$ cat config.mk
export PLATFORM = sky130hd
export DESIGN_NAME = i2c_master_bit_engine_unit_flat
export DESIGN_NICKNAME = d
export VERILOG_FILES = /design/src/rtl/core/i2cbe_pkg.sv /design/src/rtl/core/i2cbe_if.sv /design/src/rtl/core/i2cbe_seq.sv /design/src/rtl/core/i2cbe_out_buf.sv /design/src/rtl/core/i2c_master_bit_engine_unit.sv /design/src/flat_wrapper.sv
export SDC_FILE = /design/constraint.sdc
export NUM_CORES = 1
export LEC_CHECK = 0
export BUFFER_PORTS_ARGS = -buffer_cell sky130_fd_sc_hd__buf_2
export CORE_MARGIN = 4
export CORE_UTILIZATION = 63
export DETAILED_ROUTE_END_ITERATION = 8
export PLACE_DENSITY = 0.83
export SYNTH_ARGS = -nofsm -noshare
export SYNTH_HDL_FRONTEND = slang
export SYNTH_SLANG_ARGS = --single-unit
$ cat constraint.sdc
create_clock -name clk_i -period 5.69 [get_ports clk_i]
set_clock_uncertainty 0.2 [all_clocks]
set_input_delay 1.138 -clock clk_i [delete_from_list [all_inputs] [get_ports clk_i]]
set_output_delay 1.138 -clock clk_i [all_outputs]
set_load 0.03 [all_outputs]
$ cat src/rtl/core/i2cbe_pkg.sv
`timescale 1ns / 1ps
`default_nettype none

package i2cbe_pkg;

  // Command codes carried in the op field.
  localparam logic [2:0] OP_NONE      = 3'd0;
  localparam logic [2:0] OP_START     = 3'd1;
  localparam logic [2:0] OP_STOP      = 3'd2;
  localparam logic [2:0] OP_WRITE     = 3'd3;
  localparam logic [2:0] OP_READ_ACK  = 3'd4;
  localparam logic [2:0] OP_READ_NACK = 3'd5;

  // Configuration register indexes.
  localparam logic REG_DELAY_TICKS = 1'b0;
  localparam logic REG_ACK_TIMEOUT = 1'b1;

  localparam logic [15:0] DELAY_TICKS_RST = 16'd2;
  localparam logic [15:0] ACK_TIMEOUT_RST = 16'd5000;
  localparam logic [3:0]  BITS_PER_BYTE   = 4'd8;

  typedef struct packed {
    logic       scl_out;
    logic       sda_out;
    logic       busy_res;
    logic       done_res;
    logic       ack_error;
    logic [7:0] rx_byte;
  } res_t;

endpackage

`default_nettype wire

$ cat src/rtl/core/i2cbe_if.sv
`timescale 1ns / 1ps
`default_nettype none

interface i2cbe_in_if;
  logic       valid;
  logic       ready;
  logic [2:0] op;
  logic [7:0] tx_byte;
  logic       sda_in;

  modport source (output valid, output op, output tx_byte, output sda_in, input ready);
  modport sink   (input valid, input op, input tx_byte, input sda_in, output ready);
endinterface

interface i2cbe_out_if;
  logic       valid;
  logic       ready;
  logic       scl_out;
  logic       sda_out;
  logic       busy_res;
  logic       done_res;
  logic       ack_error;
  logic [7:0] rx_byte;

  modport source (output valid, output scl_out, output sda_out, output busy_res,
                  output done_res, output ack_error, output rx_byte, input ready);
  modport sink   (input valid, input scl_out, input sda_out, input busy_res,
                  input done_res, input ack_error, input rx_byte, output ready);
endinterface

`default_nettype wire

$ cat src/rtl/core/i2cbe_seq.sv
`timescale 1ns / 1ps
`default_nettype none

module i2cbe_seq (
  input  wire logic             clk_i,
  input  wire logic             rst_ni,
  input  wire logic             accept_i,
  input  wire logic [2:0]       op_i,
  input  wire logic [7:0]       tx_byte_i,
  input  wire logic             sda_in_i,
  input  wire logic [15:0]      delay_ticks_i,
  input  wire logic [15:0]      ack_timeout_i,
  output i2cbe_pkg::res_t       res_o
);

  localparam logic [4:0] PH_IDLE   = 5'd0;
  localparam logic [4:0] PH_ST_B   = 5'd1;
  localparam logic [4:0] PH_ST_C   = 5'd2;
  localparam logic [4:0] PH_SP_B   = 5'd3;
  localparam logic [4:0] PH_SP_C   = 5'd4;
  localparam logic [4:0] PH_WR_HI  = 5'd5;
  localparam logic [4:0] PH_WR_LO  = 5'd6;
  localparam logic [4:0] PH_AK_HI  = 5'd7;
  localparam logic [4:0] PH_AK_SMP = 5'd8;
  localparam logic [4:0] PH_AF_B   = 5'd9;
  localparam logic [4:0] PH_AF_C   = 5'd10;
  localparam logic [4:0] PH_RD_HI  = 5'd11;
  localparam logic [4:0] PH_RD_LO  = 5'd12;
  localparam logic [4:0] PH_RA_HI  = 5'd13;
  localparam logic [4:0] PH_RA_LO  = 5'd14;

  logic [4:0]  phase_q, phase_d;
  logic [3:0]  bit_cnt_q, bit_cnt_d;
  logic [15:0] dly_cnt_q, dly_cnt_d;
  logic [15:0] tmo_cnt_q, tmo_cnt_d;
  logic [7:0]  shift_q, shift_d;
  logic [7:0]  rx_q, rx_d;
  logic        scl_q, scl_d;
  logic        sda_q, sda_d;
  logic        nack_q, nack_d;
  logic        done, err;

  logic [15:0] dly_load;
  logic [15:0] limit;
  logic        ack_last;
  logic [7:0]  rd_shift;
  logic [3:0]  bit_cnt_inc;

  // A zero register value behaves as one.
  assign dly_load    = (delay_ticks_i == 16'd0) ? 16'd1 : delay_ticks_i;
  assign limit       = (ack_timeout_i == 16'd0) ? 16'd1 : ack_timeout_i;
  assign ack_last    = ({1'b0, tmo_cnt_q} + 17'd1) >= {1'b0, limit};
  assign rd_shift    = {shift_q[6:0], sda_in_i};
  assign bit_cnt_inc = bit_cnt_q + 4'd1;

  always_comb begin
    phase_d   = phase_q;
    bit_cnt_d = bit_cnt_q;
    dly_cnt_d = dly_cnt_q;
    tmo_cnt_d = tmo_cnt_q;
    shift_d   = shift_q;
    rx_d      = rx_q;
    scl_d     = scl_q;
    sda_d     = sda_q;
    nack_d    = nack_q;
    done      = 1'b0;
    err       = 1'b0;

    if (phase_q == PH_IDLE) begin
      unique case (op_i) inside
        i2cbe_pkg::OP_START: begin
          sda_d = 1'b1; scl_d = 1'b1; dly_cnt_d = dly_load; phase_d = PH_ST_B;
        end
        i2cbe_pkg::OP_STOP: begin
          sda_d = 1'b0; scl_d = 1'b0; dly_cnt_d = dly_load; phase_d = PH_SP_B;
        end
        i2cbe_pkg::OP_WRITE: begin
          // The MSB goes out together with the first SCL low.
          scl_d     = 1'b0;
          sda_d     = tx_byte_i[7];
          shift_d   = {tx_byte_i[6:0], 1'b0};
          bit_cnt_d = 4'd1;
          dly_cnt_d = dly_load;
          phase_d   = PH_WR_HI;
        end
        i2cbe_pkg::OP_READ_ACK, i2cbe_pkg::OP_READ_NACK: begin
          nack_d    = (op_i == i2cbe_pkg::OP_READ_NACK);
          sda_d     = 1'b1;
          scl_d     = 1'b0;
          bit_cnt_d = 4'd0;
          shift_d   = 8'd0;
          dly_cnt_d = dly_load;
          phase_d   = PH_RD_HI;
        end
        default: begin
        end
      endcase
    end else if (dly_cnt_q > 16'd1) begin
      dly_cnt_d = dly_cnt_q - 16'd1;
    end else begin
      unique case (phase_q)
        PH_ST_B: begin
          sda_d = 1'b0; dly_cnt_d = dly_load; phase_d = PH_ST_C;
        end
        PH_ST_C: begin
          scl_d = 1'b0; done = 1'b1; phase_d = PH_IDLE;
        end
        PH_SP_B, PH_AF_B: begin
          scl_d = 1'b1; sda_d = 1'b1; dly_cnt_d = dly_load;
          phase_d = (phase_q == PH_SP_B) ? PH_SP_C : PH_AF_C;
        end
        PH_SP_C: begin
          done = 1'b1; phase_d = PH_IDLE;
        end
        PH_WR_HI: begin
          scl_d = 1'b1; dly_cnt_d = dly_load; phase_d = PH_WR_LO;
        end
        PH_WR_LO: begin
          scl_d     = 1'b0;
          dly_cnt_d = dly_load;
          if (bit_cnt_q < i2cbe_pkg::BITS_PER_BYTE) begin
            sda_d     = shift_q[7];
            shift_d   = {shift_q[6:0], 1'b0};
            bit_cnt_d = bit_cnt_inc;
            phase_d   = PH_WR_HI;
          end else begin
            sda_d   = 1'b1;
            phase_d = PH_AK_HI;
          end
        end
        PH_AK_HI: begin
          scl_d = 1'b1; tmo_cnt_d = 16'd0; dly_cnt_d = dly_load; phase_d = PH_AK_SMP;
        end
        PH_AK_SMP: begin
          if (!sda_in_i) begin
            scl_d = 1'b0; done = 1'b1; phase_d = PH_IDLE;
          end else if (ack_last) begin
            // No acknowledge in time: release the bus with a stop.
            sda_d = 1'b0; scl_d = 1'b0; dly_cnt_d = dly_load; phase_d = PH_AF_B;
          end else begin
            tmo_cnt_d = tmo_cnt_q + 16'd1;
            dly_cnt_d = dly_load;
          end
        end
        PH_AF_C: begin
          done = 1'b1; err = 1'b1; phase_d = PH_IDLE;
        end
        PH_RD_HI: begin
          scl_d     = 1'b1;
          shift_d   = rd_shift;
          bit_cnt_d = bit_cnt_inc;
          if (bit_cnt_inc >= i2cbe_pkg::BITS_PER_BYTE) begin
            rx_d = rd_shift;
          end
          dly_cnt_d = dly_load;
          phase_d   = PH_RD_LO;
        end
        PH_RD_LO: begin
          scl_d     = 1'b0;
          dly_cnt_d = dly_load;
          if (bit_cnt_q < i2cbe_pkg::BITS_PER_BYTE) begin
            phase_d = PH_RD_HI;
          end else begin
            sda_d   = nack_q;
            phase_d = PH_RA_HI;
          end
        end
        PH_RA_HI: begin
          scl_d = 1'b1; dly_cnt_d = dly_load; phase_d = PH_RA_LO;
        end
        PH_RA_LO: begin
          scl_d = 1'b0; done = 1'b1; phase_d = PH_IDLE;
        end
        default: begin
          phase_d = PH_IDLE;
        end
      endcase
    end
  end

  always_ff @(posedge clk_i or negedge rst_ni) begin
    if (!rst_ni) begin
      phase_q   <= PH_IDLE;
      bit_cnt_q <= 4'd0;
      dly_cnt_q <= 16'd0;
      tmo_cnt_q <= 16'd0;
      shift_q   <= 8'd0;
      rx_q      <= 8'd0;
      scl_q     <= 1'b1;
      sda_q     <= 1'b1;
      nack_q    <= 1'b0;
    end else if (accept_i) begin
      phase_q   <= phase_d;
      bit_cnt_q <= bit_cnt_d;
      dly_cnt_q <= dly_cnt_d;
      tmo_cnt_q <= tmo_cnt_d;
      shift_q   <= shift_d;
      rx_q      <= rx_d;
      scl_q     <= scl_d;
      sda_q     <= sda_d;
      nack_q    <= nack_d;
    end
  end

  always_comb begin
    res_o.scl_out   = scl_d;
    res_o.sda_out   = sda_d;
    res_o.busy_res  = (phase_d != PH_IDLE);
    res_o.done_res  = done;
    res_o.ack_error = err;
    res_o.rx_byte   = rx_d;
  end

endmodule

`default_nettype wire

$ cat src/rtl/core/i2cbe_out_buf.sv
`timescale 1ns / 1ps
`default_nettype none

// Result register with one skid entry behind it.
module i2cbe_out_buf (
  input  wire logic             clk_i,
  input  wire logic             rst_ni,
  input  wire logic             push_i,
  input  wire i2cbe_pkg::res_t  res_i,
  output logic                  ready_o,
  output logic                  valid_o,
  input  wire logic             pop_ready_i,
  output i2cbe_pkg::res_t       res_o
);

  i2cbe_pkg::res_t out_q, out_d;
  i2cbe_pkg::res_t skid_q, skid_d;
  logic            out_valid_q, out_valid_d;
  logic            skid_valid_q, skid_valid_d;

  assign ready_o = !skid_valid_q;
  assign valid_o = out_valid_q;
  assign res_o   = out_q;

  always_comb begin
    out_d        = out_q;
    skid_d       = skid_q;
    out_valid_d  = out_valid_q;
    skid_valid_d = skid_valid_q;
    if (out_valid_q && pop_ready_i) begin
      if (skid_valid_q) begin
        out_d        = skid_q;
        skid_valid_d = 1'b0;
      end else if (push_i) begin
        out_d = res_i;
      end else begin
        out_valid_d = 1'b0;
      end
    end else if (out_valid_q) begin
      if (push_i) begin
        skid_d       = res_i;
        skid_valid_d = 1'b1;
      end
    end else if (push_i) begin
      out_d       = res_i;
      out_valid_d = 1'b1;
    end
  end

  always_ff @(posedge clk_i or negedge rst_ni) begin
    if (!rst_ni) begin
      out_valid_q  <= 1'b0;
      skid_valid_q <= 1'b0;
    end else begin
      out_valid_q  <= out_valid_d;
      skid_valid_q <= skid_valid_d;
    end
  end

  always_ff @(posedge clk_i) begin
    out_q  <= out_d;
    skid_q <= skid_d;
  end

endmodule

`default_nettype wire

$ cat src/rtl/core/i2c_master_bit_engine_unit.sv
`timescale 1ns / 1ps
`default_nettype none

// Channel   Dir  Handshake          Payload
// in_i      in   valid/ready        op, tx_byte, sda_in (one bus tick)
// out_o     out  valid/ready        scl_out, sda_out, busy_res, done_res,
//                                   ack_error, rx_byte
// cfg       in   cfg_we_i           cfg_idx_i, cfg_data_i (write only)
//
// Every accepted tick yields exactly one result, held in the result register or the skid
// entry; a tick can be taken every cycle, limited only by the one-entry skid behind the result register.
// Reset (rst_ni, asynchronous, active low) leaves the bus released, the
// sequencer idle and the registers at delay 2 and timeout 5000.
// When out_o stalls, one more tick is taken into the skid entry, then in_i.ready drops.
module i2c_master_bit_engine_unit (
  input  wire logic  clk_i,
  input  wire logic  rst_ni,
  i2cbe_in_if.sink   in_i,
  i2cbe_out_if.source out_o,
  input  wire logic        cfg_we_i,
  input  wire logic        cfg_idx_i,
  input  wire logic [15:0] cfg_data_i
);

  logic [15:0]     delay_ticks_q;
  logic [15:0]     ack_timeout_q;
  logic            accept;
  logic            buf_ready;
  i2cbe_pkg::res_t seq_res;
  i2cbe_pkg::res_t out_res;

  assign accept     = in_i.valid && buf_ready;
  assign in_i.ready = buf_ready;

  always_ff @(posedge clk_i or negedge rst_ni) begin
    if (!rst_ni) begin
      delay_ticks_q <= i2cbe_pkg::DELAY_TICKS_RST;
      ack_timeout_q <= i2cbe_pkg::ACK_TIMEOUT_RST;
    end else if (cfg_we_i) begin
      unique case (cfg_idx_i)
        i2cbe_pkg::REG_DELAY_TICKS: delay_ticks_q <= cfg_data_i;
        i2cbe_pkg::REG_ACK_TIMEOUT: ack_timeout_q <= cfg_data_i;
        default: begin
        end
      endcase
    end
  end

  i2cbe_seq u_seq (
    .clk_i         (clk_i),
    .rst_ni        (rst_ni),
    .accept_i      (accept),
    .op_i          (in_i.op),
    .tx_byte_i     (in_i.tx_byte),
    .sda_in_i      (in_i.sda_in),
    .delay_ticks_i (delay_ticks_q),
    .ack_timeout_i (ack_timeout_q),
    .res_o         (seq_res)
  );

  i2cbe_out_buf u_out_buf (
    .clk_i       (clk_i),
    .rst_ni      (rst_ni),
    .push_i      (accept),
    .res_i       (seq_res),
    .ready_o     (buf_ready),
    .valid_o     (out_o.valid),
    .pop_ready_i (out_o.ready),
    .res_o       (out_res)
  );

  assign out_o.scl_out   = out_res.scl_out;
  assign out_o.sda_out   = out_res.sda_out;
  assign out_o.busy_res  = out_res.busy_res;
  assign out_o.done_res  = out_res.done_res;
  assign out_o.ack_error = out_res.ack_error;
  assign out_o.rx_byte   = out_res.rx_byte;

  // An accepted tick always shows up as a pending result on the next cycle.
  a_accept_gives_result: assert property (@(posedge clk_i) disable iff (!rst_ni)
    accept |=> out_o.valid)
    else $error("accepted tick left no pending result");

  // Input is only held off while a result is waiting on the output.
  a_stall_needs_result: assert property (@(posedge clk_i) disable iff (!rst_ni)
    !in_i.ready |-> out_o.valid)
    else $error("input stalled with no pending result");

  // A result with an acknowledge error always finishes a command.
  a_error_with_done: assert property (@(posedge clk_i) disable iff (!rst_ni)
    accept && seq_res.ack_error |-> seq_res.done_res && !seq_res.busy_res)
    else $error("acknowledge error without command completion");

endmodule

`default_nettype wire

$ cat src/flat_wrapper.sv
// flat-port wrapper written by rule: the top's interface ports become plain ports
module i2c_master_bit_engine_unit_flat 
  (clk_i, rst_ni, cfg_we_i, cfg_idx_i, cfg_data_i, in_i_valid, in_i_op, in_i_tx_byte, in_i_sda_in, in_i_ready, out_o_valid, out_o_scl_out, out_o_sda_out, out_o_busy_res, out_o_done_res, out_o_ack_error, out_o_rx_byte, out_o_ready);
  i2cbe_in_if in_i_i ();
  i2cbe_out_if out_o_i ();
  input  wire logic clk_i;
  input  wire logic rst_ni;
  input  wire logic cfg_we_i;
  input  wire logic cfg_idx_i;
  input  wire logic [15:0] cfg_data_i;
  input wire logic [$bits(in_i_i.valid)-1:0] in_i_valid;
  input wire logic [$bits(in_i_i.op)-1:0] in_i_op;
  input wire logic [$bits(in_i_i.tx_byte)-1:0] in_i_tx_byte;
  input wire logic [$bits(in_i_i.sda_in)-1:0] in_i_sda_in;
  output wire logic [$bits(in_i_i.ready)-1:0] in_i_ready;
  output wire logic [$bits(out_o_i.valid)-1:0] out_o_valid;
  output wire logic [$bits(out_o_i.scl_out)-1:0] out_o_scl_out;
  output wire logic [$bits(out_o_i.sda_out)-1:0] out_o_sda_out;
  output wire logic [$bits(out_o_i.busy_res)-1:0] out_o_busy_res;
  output wire logic [$bits(out_o_i.done_res)-1:0] out_o_done_res;
  output wire logic [$bits(out_o_i.ack_error)-1:0] out_o_ack_error;
  output wire logic [$bits(out_o_i.rx_byte)-1:0] out_o_rx_byte;
  input wire logic [$bits(out_o_i.ready)-1:0] out_o_ready;
  assign in_i_i.valid = in_i_valid;
  assign in_i_i.op = in_i_op;
  assign in_i_i.tx_byte = in_i_tx_byte;
  assign in_i_i.sda_in = in_i_sda_in;
  assign in_i_ready = in_i_i.ready;
  assign out_o_valid = out_o_i.valid;
  assign out_o_scl_out = out_o_i.scl_out;
  assign out_o_sda_out = out_o_i.sda_out;
  assign out_o_busy_res = out_o_i.busy_res;
  assign out_o_done_res = out_o_i.done_res;
  assign out_o_ack_error = out_o_i.ack_error;
  assign out_o_rx_byte = out_o_i.rx_byte;
  assign out_o_i.ready = out_o_ready;
  i2c_master_bit_engine_unit u_core (.clk_i(clk_i), .rst_ni(rst_ni), .in_i(in_i_i), .out_o(out_o_i), .cfg_we_i(cfg_we_i), .cfg_idx_i(cfg_idx_i), .cfg_data_i(cfg_data_i));
endmodule
==> flow_summary.ini <==
[cts]
root_buffer = clkbuf_8
cts_buffer_depth = 2
cts_tree = yes
clk_pin_slew_ns = 0.06
cts.htree.levels = 4
post-cts-setup-buffers = 0
cts_hold_buffers = 0
numCtsBuffers = 17
clkSinkCount = 120
insertion_delay_ns = 0.52
cts-resized-gates = 0

[final_layout]
area_growth_pct = 12.8
num-fill-cells = 719
nNetsFinal = 782
postLayoutCoreUtil_pct = 73.7
num_antenna_cells = 0
drive_above_1_share_pct = 22.7

[yosys]
synthCells = 689
ys_ff_latch = 120
synth_area_per_cell_um2 = 9.92
ys.flop_type = dfrtp_1
syn_nets = 743
ys_types = 72
synth_async_sr_flop_share_pct = 78.3
synth_edf_count = 26
netlist_area_um2 = 6840
ys_seq_area_share_pct = 46.0
yosysWarnings = 0

[setup_path]
crit_type = reg2reg
worst_setup_path_start_kind = register
r2r_end = u_core.u_seq.tmo_cnt_q[9]
critical_path.startpoint = u_core.u_seq.tmo_cnt_q[0]
worstPathMaxFanout = 18
required_ns = 5.90
r2r_slack_ns = 1.35
critPathArrivalTime_ns = 4.55
crit_path_end_kind = register
r2r_start = u_core.u_seq.tmo_cnt_q[0]
rr_worst_depth = 12

[global_route]
antenna_found_initial = 0
grt-ovfl-total = 0
grt_pass1_vias = 5502
busiest_layer = met2
grt_max_degree = 61
gr-usage-met1_pct = 35.5
grt_use_met2_pct = 43.9
track_usage_pct = 26.9
grt_pass1_wl_mm = 27.3
grt_use_met3_pct = 6.42

[run_status]
status = complete, no violations

[sta]
tns_ns = 0
setup_viol = 0
slew_headroom_pct = 23.9
holdWs_ns = 0.286
setup_ws_ns = 1.35
rsz0062_at_grt = false
hold_violations = 0
max_freq_mhz = 231
drv_slew = 0
worst_slew_pin_slew_ns = 1.14
min_period_over_period_pct = 76.2
period_needed_ns = 4.34

[floorplanning]
start_util_pct = 65.3
die_area_um2 = 12600
ios = 49
die_y_um = 112
fp.dieW_um = 112
rows = 37
core_region_area_um2 = 10500

[drt]
drtIter0Drc = 659
vias = 5556
viasPerCell = 6.34
drt_wl_total_mm = 16.4
wl_per_cell_um = 18.7
drt_pass1_iterations = 6
ant_nets = 0
drc_errors = 0

[run]
maxCapViolations = 0

[power_and_ir_drop]
leakage_uw = 0.00330
power_density_nw_per_um2 = 444
p_total_uw = 3420
ir_drop_uv = 310

[place]
hpwl_mm = 11.4
dp_slack_ns = 1.41
gp_congestion = 0.906
portBuffers = 48

[worst_hold_path]
holdPathStages = 2
min_path_type = reg2reg
hold_end = u_core.u_seq.shift_q[7]
min_from = u_core.u_seq.shift_q[7]
## worst max-delay path, cell delays in order (launching register included)
cell and delay, ns:
dfrtp_1 0.41, ha_1 0.23, and4_1 0.24, or3b_2 0.50
or3_1 0.38, nand2_1 0.10, ha_1 0.24, a21o_1 0.18
a21oi_1 0.13, nand3_1 0.16, or4b_1 0.87, and2_4 0.36
a21o_1 0.20
## sequential cells by signal, indices dropped and copies added (netlist names), 4 cells and up
signal,flops
u_core.ack_timeout_q,16
u_core.delay_ticks_q,16
u_core.u_out_buf.res_o,13
u_core.u_out_buf.skid_q,13
u_core.u_seq.bit_cnt_q,4
u_core.u_seq.dly_cnt_q,16
u_core.u_seq.phase_q,5
u_core.u_seq.rx_q,8
u_core.u_seq.shift_q,8
u_core.u_seq.tmo_cnt_q,16
## cell usage after synthesis (7+ instances only)
| library cell | number | share of area (%) |
|---|---|---|
| o221a_2 | 9 | 1.5 |
| edfxtp_1 | 26 | 11 |
| and3_1 | 14 | 1.3 |
| a21o_1 | 16 | 1.8 |
| nand4_1 | 8 | 0.73 |
| o21a_1 | 13 | 1.4 |
| nor2b_1 | 14 | 1.3 |
| or3_1 | 7 | 0.64 |
| nor2_1 | 25 | 1.4 |
| mux2_2 | 39 | 6.4 |
| or2_2 | 9 | 0.82 |
| a21oi_1 | 51 | 3.7 |
| nor4_1 | 12 | 1.1 |
| clkbuf_1 | 20 | 1.1 |
| ha_1 | 20 | 3.7 |
| inv_1 | 28 | 1.5 |
| nand2b_1 | 19 | 1.7 |
| dfrtp_1 | 86 | 31 |
| nand3_1 | 31 | 2.3 |
| nand2_1 | 77 | 4.2 |
| nor3_1 | 18 | 1.3 |
| o21ai_0 | 34 | 2.5 |
| dfstp_2 | 8 | 3.1 |
## through the flow
| step | instance area, um2 | instances |
|---|---|---|
| after global routing | 7710 | 877 |
| after global placement | 7100 | 845 |
| final | 7710 | 877 |
| after floorplan | 6840 | 689 |
| after detailed placement | 7100 | 845 |
| after CTS | 7710 | 877 |
## power breakdown
| part | internal (uW) | leakage (uW) | total, uW | switching, uW |
|---|---|---|---|---|
| registers | 1130 | 0.00134 | 1370 | 237 |
| logic | 390 | 0.00166 | 970 | 581 |
| clock network | 681 | 0.000295 | 1080 | 396 |
| total | 2200 | 0.00330 | 3420 | 1210 |
## cell families (layout without fill, tap and decap cells)
kind of cell               count (synthesis)  in the layout  share of synthesized area, %
AOI/OAI and AO/OA                        177            177                          17.3
muxes                                     47             47                          7.74
adders and majority gates                 20             20                          3.66
buffers and inverters                     61            113                          4.23
xor gates and xnor gates                   5              5                         0.641
DFF                                      120            120                          46.0
and+or+nand+nor                          259            259                          20.4
## layer usage
layer | vias to the layer above | part of all wire [%]
li1 | 2631 | -
met1 | 2662 | 42
met2 | 232 | 49
met3 | 31 | 6.7
met4 | 0 | 2.0
met5 | - | 0
## cell type report
cell class              count  area, um2  area share, %
flip-flops and latches    120       3140           40.8
multi-input cells         508       3410           44.2
repair buffers             53        280           3.64
clock inverters            14        175           2.27
inverters                  28        105           1.36
well taps                 136        170           2.21
clock buffers              18        428           5.55
## placed cells by master, fill, tap and decap left out, types with 12 or more instances in the layout
| cell type | synthesis | layout |
|---|---|---|
| dfrtp_1 | 86 | 86 |
| nand2_1 | 77 | 77 |
| a21oi_1 | 51 | 51 |
| buf_2 | 3 | 47 |
| mux2_2 | 39 | 39 |
| o21ai_0 | 34 | 34 |
| nand3_1 | 31 | 31 |
| inv_1 | 28 | 28 |
| edfxtp_1 | 26 | 26 |
| nor2_1 | 25 | 25 |
| ha_1 | 20 | 20 |
| nand2b_1 | 19 | 19 |
| nor3_1 | 18 | 18 |
| a21o_1 | 16 | 16 |
| clkbuf_16 | 0 | 16 |
| and3_1 | 14 | 14 |
| nor2b_1 | 14 | 13 |
| o21a_1 | 13 | 13 |
| nor4_1 | 12 | 12 |
## how the worst max path moves through the flow
| stage | cells after the start | endpoint | slack [ns] |
|---|---|---|---|
| 6_report | 12 | u_core.u_seq.tmo_cnt_q[9] | 1.35 |
| 5_1_grt | 12 | u_core.u_seq.tmo_cnt_q[13] | 1.18 |
| 4_1_cts | 12 | u_core.u_seq.tmo_cnt_q[8] | 1.38 |
| 3_5_place_dp | 12 | u_core.u_seq.tmo_cnt_q[8] | 1.41 |
| 3_3_place_gp | 12 | u_core.u_seq.tmo_cnt_q[1] | 1.57 |
| 2_1_floorplan | 15 | u_core.u_seq.tmo_cnt_q[11] | 1.83 |
No activity file was read; power rests on OpenSTA's default activity.
